$ cat src/sv/time_offset_median_filter_core_assert.svh
// Assertion macros shared by the time offset median filter modules.
// Each macro expects clk and arst_n to be visible where it is used.
`ifndef TIME_OFFSET_MEDIAN_FILTER_CORE_ASSERT_SVH
`define TIME_OFFSET_MEDIAN_FILTER_CORE_ASSERT_SVH

// Same-cycle implication, disabled while reset is asserted
`define TOMF_ASSERT_IMP(label, ante, cons, msg) \
	label: assert property (@(posedge clk) disable iff (!arst_n) (ante) |-> (cons)) \
		else $error(msg);

// Next-cycle implication, disabled while reset is asserted
`define TOMF_ASSERT_NXT(label, ante, cons, msg) \
	label: assert property (@(posedge clk) disable iff (!arst_n) (ante) |=> (cons)) \
		else $error(msg);

`endif

$ cat src/sv/tomf_pkg.sv
// Package for the time offset median filter: sizes, constants, status codes
// and the command/status structs between controller and datapath. No dependencies.
`default_nettype none

package tomf_pkg;

	// Window of newest samples and the widths that follow from it
	localparam int WINDOW_DEPTH = 8;
	localparam int IDX_W        = (WINDOW_DEPTH > 1) ? $clog2(WINDOW_DEPTH) : 1;
	localparam int CNT_W        = $clog2(WINDOW_DEPTH + 1);
	localparam int COUNT_OUT_W  = 4;

	// Seconds between the NTP era start and the Unix epoch
	localparam logic [31:0] EPOCH_DIFF        = 32'h83AA7E80;
	localparam logic [7:0]  MAX_STRATUM_RESET = 8'd14;
	localparam logic [1:0]  LEAP_ALARM        = 2'b11;

	typedef enum logic [1:0] {
		STATUS_OK      = 2'd0,
		STATUS_ALARM   = 2'd1,
		STATUS_STRATUM = 2'd2
	} status_t;

	// Controller to datapath commands
	typedef struct packed {
		logic capture;
		logic eval;
		logic rank_step;
		logic mean;
		logic load_out;
	} ctrl_cmd_t;

	// Datapath to controller status
	typedef struct packed {
		logic accept_ok;
		logic rank_last;
	} dp_stat_t;

endpackage

`default_nettype wire

$ cat src/sv/tomf_reply_if.sv
// Request channel carrying one time-server reply.
// Stand-alone; field widths are fixed by the reply format.
`default_nettype none

interface tomf_reply_if;
	logic        valid;
	logic        ready;
	logic [31:0] header_word;
	logic [31:0] receive_seconds;
	logic [31:0] local_seconds;

	modport source (output valid, output header_word, output receive_seconds,
		output local_seconds, input ready);
	modport sink (input valid, input header_word, input receive_seconds,
		input local_seconds, output ready);
endinterface

`default_nettype wire

$ cat src/sv/tomf_result_if.sv
// Request channel carrying one filter result per reply.
// Stand-alone; field widths are fixed by the result format.
`default_nettype none

interface tomf_result_if;
	logic               valid;
	logic               ready;
	logic [1:0]         status;
	logic signed [31:0] sample_offset;
	logic signed [31:0] system_offset;
	logic [3:0]         sample_count;

	modport source (output valid, output status, output sample_offset,
		output system_offset, output sample_count, input ready);
	modport sink (input valid, input status, input sample_offset,
		input system_offset, input sample_count, output ready);
endinterface

`default_nettype wire

$ cat src/sv/tomf_ctrl.sv
// Controller for the time offset median filter: sequences check, rank pass,
// mean and result load. Uses tomf_pkg and the assertion macro header.
`default_nettype none
`include "time_offset_median_filter_core_assert.svh"

module tomf_ctrl (
	input  wire logic                 clk,
	input  wire logic                 arst_n,
	input  wire logic                 reply_valid,
	output      logic                 reply_ready,
	output      logic                 result_valid,
	input  wire logic                 result_ready,
	input  wire tomf_pkg::dp_stat_t   stat,
	output      tomf_pkg::ctrl_cmd_t  cmd
);

	typedef enum logic [2:0] {
		ST_IDLE,
		ST_EVAL,
		ST_RANK,
		ST_MEAN,
		ST_LOAD
	} state_t;

	state_t state_q;
	logic   result_valid_q;
	logic   load_ok;

	// Output register is free when empty or being drained this cycle
	assign load_ok      = !result_valid_q || result_ready;
	assign reply_ready  = (state_q == ST_IDLE);
	assign result_valid = result_valid_q;

	// Decode commands from the current state
	always_comb begin
		cmd           = '0;
		cmd.capture   = (state_q == ST_IDLE) && reply_valid;
		cmd.eval      = (state_q == ST_EVAL);
		cmd.rank_step = (state_q == ST_RANK);
		cmd.mean      = (state_q == ST_MEAN);
		cmd.load_out  = (state_q == ST_LOAD) && load_ok;
	end

	// Advance state and hold the result valid flag
	always_ff @(posedge clk or negedge arst_n) begin
		if (!arst_n) begin
			state_q        <= ST_IDLE;
			result_valid_q <= 1'b0;
		end else begin
			if (cmd.load_out) begin
				result_valid_q <= 1'b1;
			end else if (result_ready) begin
				result_valid_q <= 1'b0;
			end
			case (state_q)
				ST_IDLE: begin
					if (reply_valid) state_q <= ST_EVAL;
				end
				ST_EVAL: begin
					state_q <= stat.accept_ok ? ST_RANK : ST_LOAD;
				end
				ST_RANK: begin
					if (stat.rank_last) state_q <= ST_MEAN;
				end
				ST_MEAN: begin
					state_q <= ST_LOAD;
				end
				ST_LOAD: begin
					if (load_ok) state_q <= ST_IDLE;
				end
				default: begin
					state_q <= ST_IDLE;
				end
			endcase
		end
	end

	`TOMF_ASSERT_NXT(a_accept_eval, reply_valid && reply_ready, state_q == ST_EVAL, "accepted request did not start evaluation")
	`TOMF_ASSERT_NXT(a_reject_skip, (state_q == ST_EVAL) && !stat.accept_ok, state_q == ST_LOAD, "rejected reply entered rank pass")
	`TOMF_ASSERT_NXT(a_load_waits, (state_q == ST_LOAD) && result_valid_q && !result_ready, (state_q == ST_LOAD) && result_valid_q, "result overwritten while stalled")

endmodule

`default_nettype wire

$ cat src/sv/tomf_dp.sv
// Datapath for the time offset median filter: reply check, sample window,
// rank pass, median mean and result register. Uses tomf_pkg and assertion macros.
`default_nettype none
`include "time_offset_median_filter_core_assert.svh"

module tomf_dp (
	input  wire logic                 clk,
	input  wire logic                 arst_n,
	input  wire logic                 cfg_we,
	input  wire logic [7:0]           cfg_wdata,
	input  wire logic [31:0]          header_word,
	input  wire logic [31:0]          receive_seconds,
	input  wire logic [31:0]          local_seconds,
	input  wire tomf_pkg::ctrl_cmd_t  cmd,
	output      tomf_pkg::dp_stat_t   stat,
	output      logic [1:0]           status,
	output      logic signed [31:0]   sample_offset,
	output      logic signed [31:0]   system_offset,
	output      logic [3:0]           sample_count
);

	localparam int Depth = tomf_pkg::WINDOW_DEPTH;
	localparam int IdxW  = tomf_pkg::IDX_W;
	localparam int CntW  = tomf_pkg::CNT_W;
	localparam int OutW  = tomf_pkg::COUNT_OUT_W;

	logic [7:0]          max_stratum_q;
	logic [31:0]         header_q;
	logic [31:0]         recv_q;
	logic [31:0]         local_q;
	tomf_pkg::status_t   status_q;
	logic signed [31:0]  sample_q;
	logic signed [31:0]  window_q [Depth];
	logic [CntW-1:0]     held_q;
	logic [IdxW-1:0]     oldest_q;
	logic signed [31:0]  median_q;
	logic [IdxW-1:0]     idx_q;
	logic signed [31:0]  hi_q;
	logic signed [31:0]  lo_q;
	logic [1:0]          out_status_q;
	logic signed [31:0]  out_sample_q;
	logic signed [31:0]  out_median_q;
	logic [OutW-1:0]     out_count_q;

	logic                alarm;
	logic                bad_stratum;
	logic [7:0]          stratum;
	logic signed [31:0]  offset_w;
	logic signed [31:0]  cur_w;
	logic [CntW-1:0]     rank_w;
	logic [CntW-1:0]     half_w;
	logic signed [32:0]  sum_w;
	logic signed [32:0]  adj_w;
	logic signed [31:0]  mid_w;
	logic signed [31:0]  med_w;

	// Check the captured reply and form its offset
	assign stratum     = header_q[23:16];
	assign alarm       = (header_q[31:30] == tomf_pkg::LEAP_ALARM);
	assign bad_stratum = (stratum == 8'd0) || (stratum > max_stratum_q);
	assign offset_w    = recv_q - local_q - tomf_pkg::EPOCH_DIFF;

	assign stat.accept_ok = !alarm && !bad_stratum;
	assign stat.rank_last = ((CntW'(idx_q) + CntW'(1)) == held_q);

	// Rank of the current slot among held samples; ties broken by slot index
	always_comb begin
		cur_w  = window_q[idx_q];
		rank_w = '0;
		for (int j = 0; j < Depth; j++) begin
			if (CntW'(j) < held_q) begin
				if ((window_q[j] < cur_w) || ((window_q[j] == cur_w) && (IdxW'(j) < idx_q))) begin
					rank_w = rank_w + CntW'(1);
				end
			end
		end
	end

	assign half_w = held_q >> 1;

	// Middle sample, or mean of two middle ones rounded toward zero; +/-1 becomes 0
	always_comb begin
		sum_w = {hi_q[31], hi_q} + {lo_q[31], lo_q};
		adj_w = sum_w + {32'd0, sum_w[32]};
		mid_w = held_q[0] ? hi_q : adj_w[32:1];
		med_w = ((mid_w == 32'sd1) || (mid_w == -32'sd1)) ? 32'sd0 : mid_w;
	end

	// Hold the stratum limit
	always_ff @(posedge clk or negedge arst_n) begin
		if (!arst_n) begin
			max_stratum_q <= tomf_pkg::MAX_STRATUM_RESET;
		end else if (cfg_we) begin
			max_stratum_q <= cfg_wdata;
		end
	end

	// Control state of the window and the median
	always_ff @(posedge clk or negedge arst_n) begin
		if (!arst_n) begin
			held_q   <= '0;
			oldest_q <= '0;
			median_q <= '0;
		end else begin
			if (cmd.eval && stat.accept_ok) begin
				if (held_q < CntW'(Depth)) begin
					held_q <= held_q + CntW'(1);
				end else begin
					oldest_q <= (oldest_q == IdxW'(Depth - 1)) ? '0 : oldest_q + IdxW'(1);
				end
			end
			if (cmd.mean) begin
				median_q <= med_w;
			end
		end
	end

	// Capture the request, write the window, run the rank pass, load the result
	always_ff @(posedge clk) begin
		if (cmd.capture) begin
			header_q <= header_word;
			recv_q   <= receive_seconds;
			local_q  <= local_seconds;
		end
		if (cmd.eval) begin
			idx_q <= '0;
			if (alarm) begin
				status_q <= tomf_pkg::STATUS_ALARM;
				sample_q <= '0;
			end else if (bad_stratum) begin
				status_q <= tomf_pkg::STATUS_STRATUM;
				sample_q <= '0;
			end else begin
				status_q <= tomf_pkg::STATUS_OK;
				sample_q <= offset_w;
				if (held_q < CntW'(Depth)) begin
					window_q[held_q[IdxW-1:0]] <= offset_w;
				end else begin
					window_q[oldest_q] <= offset_w;
				end
			end
		end
		if (cmd.rank_step) begin
			idx_q <= idx_q + IdxW'(1);
			if (rank_w == half_w) begin
				hi_q <= cur_w;
			end
			if ((rank_w + CntW'(1)) == half_w) begin
				lo_q <= cur_w;
			end
		end
		if (cmd.load_out) begin
			out_status_q <= status_q;
			out_sample_q <= sample_q;
			out_median_q <= median_q;
			out_count_q  <= OutW'(held_q);
		end
	end

	assign status        = out_status_q;
	assign sample_offset = out_sample_q;
	assign system_offset = out_median_q;
	assign sample_count  = out_count_q;

	`TOMF_ASSERT_IMP(a_held_bound, 1'b1, held_q <= CntW'(Depth), "sample count beyond window depth")
	`TOMF_ASSERT_NXT(a_reject_stable, cmd.eval && !stat.accept_ok, $stable(held_q) && $stable(oldest_q), "rejected reply changed window state")
	`TOMF_ASSERT_IMP(a_oldest_idle, held_q < CntW'(Depth), oldest_q == '0, "oldest slot moved before window filled")

endmodule

`default_nettype wire

$ cat src/sv/time_offset_median_filter_core.sv
// Each accepted reply is checked and, if it passes, goes through the rank pass, the mean
// and the result load; a rejected reply skips the rank pass and mean and goes to the load.
// A new reply is taken only after the last result is loaded into the result register,
// and the rank pass ranks one window slot per cycle against all held samples.
// Reset (arst_n low, asynchronous): window empty, median 0, stratum limit 14,
// no result pending; window contents are not cleared.
`default_nettype none

module time_offset_median_filter_core (
	input  wire logic        clk,
	input  wire logic        arst_n,
	input  wire logic        cfg_we,
	input  wire logic [7:0]  cfg_wdata,
	tomf_reply_if.sink       reply,
	tomf_result_if.source    result
);

	tomf_pkg::ctrl_cmd_t cmd;
	tomf_pkg::dp_stat_t  stat;

	// Sequence each request through check, rank pass, mean and result load
	tomf_ctrl u_ctrl (
		.clk          (clk),
		.arst_n       (arst_n),
		.reply_valid  (reply.valid),
		.reply_ready  (reply.ready),
		.result_valid (result.valid),
		.result_ready (result.ready),
		.stat         (stat),
		.cmd          (cmd)
	);

	// Window storage, ranking and the result register
	tomf_dp u_dp (
		.clk             (clk),
		.arst_n          (arst_n),
		.cfg_we          (cfg_we),
		.cfg_wdata       (cfg_wdata),
		.header_word     (reply.header_word),
		.receive_seconds (reply.receive_seconds),
		.local_seconds   (reply.local_seconds),
		.cmd             (cmd),
		.stat            (stat),
		.status          (result.status),
		.sample_offset   (result.sample_offset),
		.system_offset   (result.system_offset),
		.sample_count    (result.sample_count)
	);

endmodule

`default_nettype wire
$ cat src/flat_wrapper.sv
// flat-port wrapper written by rule: the top's interface ports become plain ports
module time_offset_median_filter_core_flat 
  (clk, arst_n, cfg_we, cfg_wdata, reply_valid, reply_header_word, reply_receive_seconds, reply_local_seconds, reply_ready, result_valid, result_status, result_sample_offset, result_system_offset, result_sample_count, result_ready);
  tomf_reply_if reply_i ();
  tomf_result_if result_i ();
  input  wire logic clk;
  input  wire logic arst_n;
  input  wire logic cfg_we;
  input  wire logic [7:0] cfg_wdata;
  input wire logic [$bits(reply_i.valid)-1:0] reply_valid;
  input wire logic [$bits(reply_i.header_word)-1:0] reply_header_word;
  input wire logic [$bits(reply_i.receive_seconds)-1:0] reply_receive_seconds;
  input wire logic [$bits(reply_i.local_seconds)-1:0] reply_local_seconds;
  output wire logic [$bits(reply_i.ready)-1:0] reply_ready;
  output wire logic [$bits(result_i.valid)-1:0] result_valid;
  output wire logic [$bits(result_i.status)-1:0] result_status;
  output wire logic [$bits(result_i.sample_offset)-1:0] result_sample_offset;
  output wire logic [$bits(result_i.system_offset)-1:0] result_system_offset;
  output wire logic [$bits(result_i.sample_count)-1:0] result_sample_count;
  input wire logic [$bits(result_i.ready)-1:0] result_ready;
  assign reply_i.valid = reply_valid;
  assign reply_i.header_word = reply_header_word;
  assign reply_i.receive_seconds = reply_receive_seconds;
  assign reply_i.local_seconds = reply_local_seconds;
  assign reply_ready = reply_i.ready;
  assign result_valid = result_i.valid;
  assign result_status = result_i.status;
  assign result_sample_offset = result_i.sample_offset;
  assign result_system_offset = result_i.system_offset;
  assign result_sample_count = result_i.sample_count;
  assign result_i.ready = result_ready;
  time_offset_median_filter_core u_core (.clk(clk), .arst_n(arst_n), .cfg_we(cfg_we), .cfg_wdata(cfg_wdata), .reply(reply_i), .result(result_i));
endmodule
$ cat config.mk
export PLATFORM = sky130hd
export DESIGN_NAME = time_offset_median_filter_core_flat
export DESIGN_NICKNAME = d
export VERILOG_FILES = /design/src/sv/tomf_pkg.sv /design/src/sv/tomf_reply_if.sv /design/src/sv/tomf_result_if.sv /design/src/sv/tomf_ctrl.sv /design/src/sv/tomf_dp.sv /design/src/sv/time_offset_median_filter_core.sv /design/src/flat_wrapper.sv
export VERILOG_INCLUDE_DIRS = /design/src /design/src/sv
export SDC_FILE = /design/constraint.sdc
export NUM_CORES = 1
export LEC_CHECK = 0
export ABC_AREA = 0
export BUFFER_PORTS_ARGS = -buffer_cell sky130_fd_sc_hd__buf_4
export CORE_MARGIN = 8
export CORE_UTILIZATION = 30
export DETAILED_ROUTE_END_ITERATION = 16
export GPL_ROUTABILITY_DRIVEN = 0
export GPL_TIMING_DRIVEN = 0
export SETUP_SLACK_MARGIN = 0.1
export SYNTH_ARGS = -nofsm -noshare
export SYNTH_HDL_FRONTEND = slang
export SYNTH_HIERARCHICAL = 1
export SYNTH_SLANG_ARGS = --single-unit
$ cat constraint.sdc
create_clock -name clk -period 15.8 [get_ports clk]
set_clock_uncertainty 0.15 [all_clocks]
set_input_delay 0.79 -clock clk [delete_from_list [all_inputs] [get_ports clk]]
set_output_delay 0.79 -clock clk [all_outputs]
set_load 0.1 [all_outputs]
**Word level (Yosys, flattened, before mapping)**

Memory sizes are Yosys's and may differ from the RTL's. A register that Yosys moved wholly into a read port is not among the register bits.
Cells that the tools add are included.

- Bits in registers: 318
- Bits in writable memories: 256
- Logic and storage cells: 164
- Memories kept: 1

- Add/sub/neg operators: 16
- Magnitude comparators: 26
- Equal/unequal tests: 22
- Muxes and demuxes: 43
- Bitwise logic cells: 1
- Reduce and logical (&&, ||, !) cells: 37

Memory list:

| memory | depth | bits a word | read ports | clocked after Yosys merged registers in | write ports | line | source |
|---|---|---|---|---|---|---|---|
| u_core.u_dp.window_q | 8 | 32 | 9 | 1 | 1 | tomf_dp.sv:33 | `logic signed [31:0] window_q [Depth];` |

Operator list:

| operator | count |
|---|---|
| $eq A32 B32 Y1 | 8 |
| $lt A32 B32 Y1 | 8 |
| $mux W32 | 3 |
| $mux W4 | 15 |
| $add A4 B1 Y4 const B | 9 |
| $add A32 B32 Y33 | 1 |
| $add A33 B1 Y33 | 1 |
| $eq A32 B1 Y1 const B | 1 |
| $eq A32 B2 Y1 const B | 1 |
| $reduce_or A32 Y1 | 1 |
| $sub A32 B32 Y32 | 1 |
| $sub A32 B32 Y32 const B | 1 |
| $mux W3 | 9 |
| $lt A3 B4 Y1 const A | 4 |
| $pmux W3 S5 | 1 |
| $mux W1 | 14 |
| $logic_and A1 B1 Y1 | 12 |
| $lt A3 B3 Y1 const A | 4 |
| $logic_or A1 B1 Y1 | 11 |
| $eq A4 B3 Y1 | 2 |
| $gt A8 B8 Y1 | 1 |
| $logic_not A8 Y1 | 1 |
| $lt A1 B4 Y1 const A | 2 |
| $lt A2 B4 Y1 const A | 2 |
| other kinds (19) | 32 |

**Depth between registers and ports, before layout**

An unclocked memory read counts as a cell.

- Word-level depth: 30
- Gate-level depth with buffers: 43

**By module**

Netlist, hierarchy kept.

By module, submodules not included:

| module | instances | cells each | area each (um2) |
|---|---|---|---|
| tomf_dp | 1 | 2523 | 31759.2 |
| tomf_ctrl | 1 | 23 | 237.7 |

**Least setup slack after synthesis**

Ideal clock, no wire load.

- Kind: register to register
- From: register with a tool-made name
- To: register u_core.u_dp.hi_q[0], enable pin
- Setup time: 0.461 ns
- Data arrival time: 10.390 ns
- Required time: 15.189 ns
- Slack: 4.799 ns
- Stages on the path, launching flop included: 42
- Buffers on the path: 2
- Clock period less this slack: 11.001 ns
- Cells stage by stage: dfxtp_1 > clkbuf_1 > buf_1 > mux4_2 > mux2i_1 > ha_1 > a21o_1 > a21oi_1 > nor2b_1 > o21ai_0 > nand2b_1 > a21oi_1 > nor2b_1 > o21ai_0 > nand2_1 > a211oi_1 > o31ai_1 > a32oi_1 > [6 not listed] > mux2_2 > ha_1 > o21bai_1 > o21a_1 > ha_1 > nand2_1 > nand2_1 > ha_1 > inv_1 > o211a_1 > a31oi_1 > ha_1 > mux2_2 > ha_1 > mux2_2 > xnor2_1 > nand3_1 > nor3_1

RTL lines:

| item | line | source |
|---|---|---|
| end signal: assignment | tomf_dp.sv:146 | `hi_q <= cur_w;` |
| end: declaration | tomf_dp.sv:38 | `logic signed [31:0] hi_q;` |

==> metrics.yaml <==
grt_max_degree: 52
initial_core_util_pct: 30.1
synth.distinct_cells: 106
fill_cells: 10400
areaGrowthSynthToFinish_pct: 17.5
seqCellArea_sq_um: 16400
dpl.cell_count: 4131
wire_per_inst_microns: 20.5
ios: 181
fin_ws_ns: 3.59
first_iter_violations: 1445
worst_r2r_path_depth: 42
maxCapViolCount: 0
cts_resized: 0
dp.final_hpwl_microns: 66900
ant_nets: 0
cp_slowest_stage_delay_ns: 0.91
cp_slowest_cell: "buf_1"
min_period_ns: 12.21
final_common_cell: "edfxtp_1"
instances_no_fill: 4260
overflow: 0
clk_latency_ns: 0.63
wirelength_microns: 87500
p_total_mw: 8.76
report.final.slew_viol_count: 0
cts_buffer_depth: 3
design_area_sq_um: 37600
core_area_sq_um: 106000
grt_pass1_vias: 21700
dpl-instance-area_sq_um: 35400
syn-instance-count: 2546
fin_setup_tns_ns: 0
r2r-end: "u_core/u_dp/lo_q[26]$_DFFE_PP_"
clock_sinks: 555
numCtsBuffers: 70
vias: 21900
status: "finished, final reports clean"
hold_path_class: "primary input to asynchronous set/reset pin"
htreeDepth: 3
grt_use_total_pct: 14.5
slew_headroom_pct: 7.73
worst-slew-pin-transition_ns: 1.35
dp_slack_ns: 3.13
cts_tree: "built"
drc: 0
r2r_slack_ns: 3.59
cp.arrival_ns: 12.28
hold_buffers: 0
drive_gt1_share_pct: 15.7
ys.flop_type: "edfxtp_1"
synth_enable_flop_cells: 501
p_per_area_nw_per_um2: 233
syn_avg_cell_area_sq_um: 12.6
ys_ff_latch: 555
io_buffers: 158
synth.cell_area_sq_um: 32000
hold_viol: 0
rsz0062_at_grt: "false"
grt_pass1_wl_microns: 131000
crit_path_frequent_cell: "ha_1"
vdd_drop_max_uv: 133
nNetsFinal: 3281
syn-num-nets: 3027
critPathMaxFanout: 32
setup_viol: 0
die_w_microns: 343
first_pass_iters: 5
die-area_sq_um: 117000
clk_pin_slew_ns: 0.07
crit_type: "flip-flop to flip-flop"
rows: 120
p_leak_nw: 14.7
whs_ns: 0.0845
antenna_found_initial: 1
final_cell_mix: "edfxtp_1, ha_1, inv_1"
ctsRootBufferMaster: "clkbuf_16"
yosysSeqAreaShare_pct: 51.2
die_h_microns: 343
cp-start-kind: "flip-flop"
post_cts_buffers: 0
crit_path_end_kind: "flip-flop"
ys_warn_count: 6
fmax_ghz: 0.0819
finalCoreUtilization_pct: 35.3
vias_per_cell: 5.15
finalCritPeriodShare_pct: 77.3
multiInputGateArea_sq_um: 14700
async_reset_ff_share_pct: 9.19
cp.required_ns: 15.88
## layout make-up
class | instances | area share, %
flip-flops and latches | 555 | 43.6
multi-input cells | 1744 | 39.1
clock buffers | 88 | 5.09
well taps | 1403 | 4.67
repair buffers | 182 | 4.11
inverters | 187 | 1.87
clock inverters | 40 | 0.805
plain buffers | 60 | 0.775
diodes | 1 | 0.00666
## cell usage after synthesis (48+ instances only)
library cell | n | area [sq um]
edfxtp_1 | 501 | 15000
nor2_1 | 111 | 417
mux4_2 | 64 | 1440
dfrtp_1 | 48 | 1200
ha_1 | 370 | 4630
nor3_1 | 54 | 270
o21ai_0 | 77 | 385
nand2_1 | 113 | 424
inv_1 | 185 | 694
a21o_1 | 64 | 480
a21oi_1 | 141 | 706
nand4_1 | 79 | 494
## power breakdown
part           internal (mW)  switching [mW]  total [mW]
registers               2.24           0.129        2.37
logic                   1.72            3.14        4.86
clock network          0.886           0.646        1.53
total                   4.84            3.92        8.76
## sequential cells by signal, indices dropped and copies added, names as in the netlist, named ones only
name	cells
u_core/u_dp/system_offset	32
u_core/u_ctrl/result_valid	1
u_core/u_dp/status	2
u_core/u_dp/max_stratum_q	8
u_core/u_dp/oldest_q	3
u_core/u_dp/sample_q	32
u_core/u_dp/header_q	10
u_core/u_dp/idx_q	3
u_core/u_dp/median_q	32
u_core/u_dp/sample_offset	32
u_core/u_dp/recv_q	32
u_core/u_dp/window_q	256
u_core/u_dp/sample_count	4
u_core/u_dp/local_q	32
u_core/u_dp/held_q	4
u_core/u_dp/hi_q	32
u_core/u_dp/status_q	2
u_core/u_dp/lo_q	32
u_core/u_ctrl/state_q	3
## worst max-delay path: cells and delay by family, from the launching register on
family / cells / cell delay, ns
XOR/XNOR: 1 / 0.39
adder cells (fa/ha/maj): 9 / 2.63
flip-flops: 1 / 0.30
buffers and inverters: 4 / 1.62
AO/OA/AOI/OAI: 13 / 2.91
AND/OR/NAND/NOR: 10 / 1.47
multiplexers: 5 / 2.34
## cell families (layout without fill, tap and decap cells)
| family | after synthesis | in the layout | synth area share [%] |
|---|---|---|---|
| other cells | 0 | 1 | 0 |
| fa+ha+maj | 372 | 372 | 14.6 |
| compound gates | 545 | 545 | 11.8 |
| buf+inv | 247 | 557 | 3.10 |
| flops | 555 | 555 | 51.2 |
| mux | 115 | 115 | 6.14 |
| simple gates | 640 | 640 | 11.0 |
| xor+xnor | 72 | 72 | 2.21 |
## per-layer routing
| layer | wire [microns] | global-route usage [%] | up-vias | share of wire (%) |
|---|---|---|---|---|
| met4 | 2250 | 4.50 | 0 | 2.6 |
| met3 | 5950 | 2.91 | 121 | 6.8 |
| li1 | - | - | 10500 | - |
| met2 | 40500 | 23.7 | 618 | 46 |
| met5 | 0 | 0 | - | 0 |
| met1 | 38800 | 19.5 | 10800 | 44 |
## worst max-delay path by stage
stage                                          end  cells after the start
floorplan            u_core/u_dp/hi_q[0]$_DFFE_PP_                     41
global placement    u_core/u_dp/hi_q[27]$_DFFE_PP_                     36
global route         u_core/u_dp/lo_q[0]$_DFFE_PP_                     42
CTS                 u_core/u_dp/lo_q[26]$_DFFE_PP_                     42
detailed placement  u_core/u_dp/lo_q[27]$_DFFE_PP_                     42
finish              u_core/u_dp/lo_q[26]$_DFFE_PP_                     42
Power figures use the tool's default switching activity.
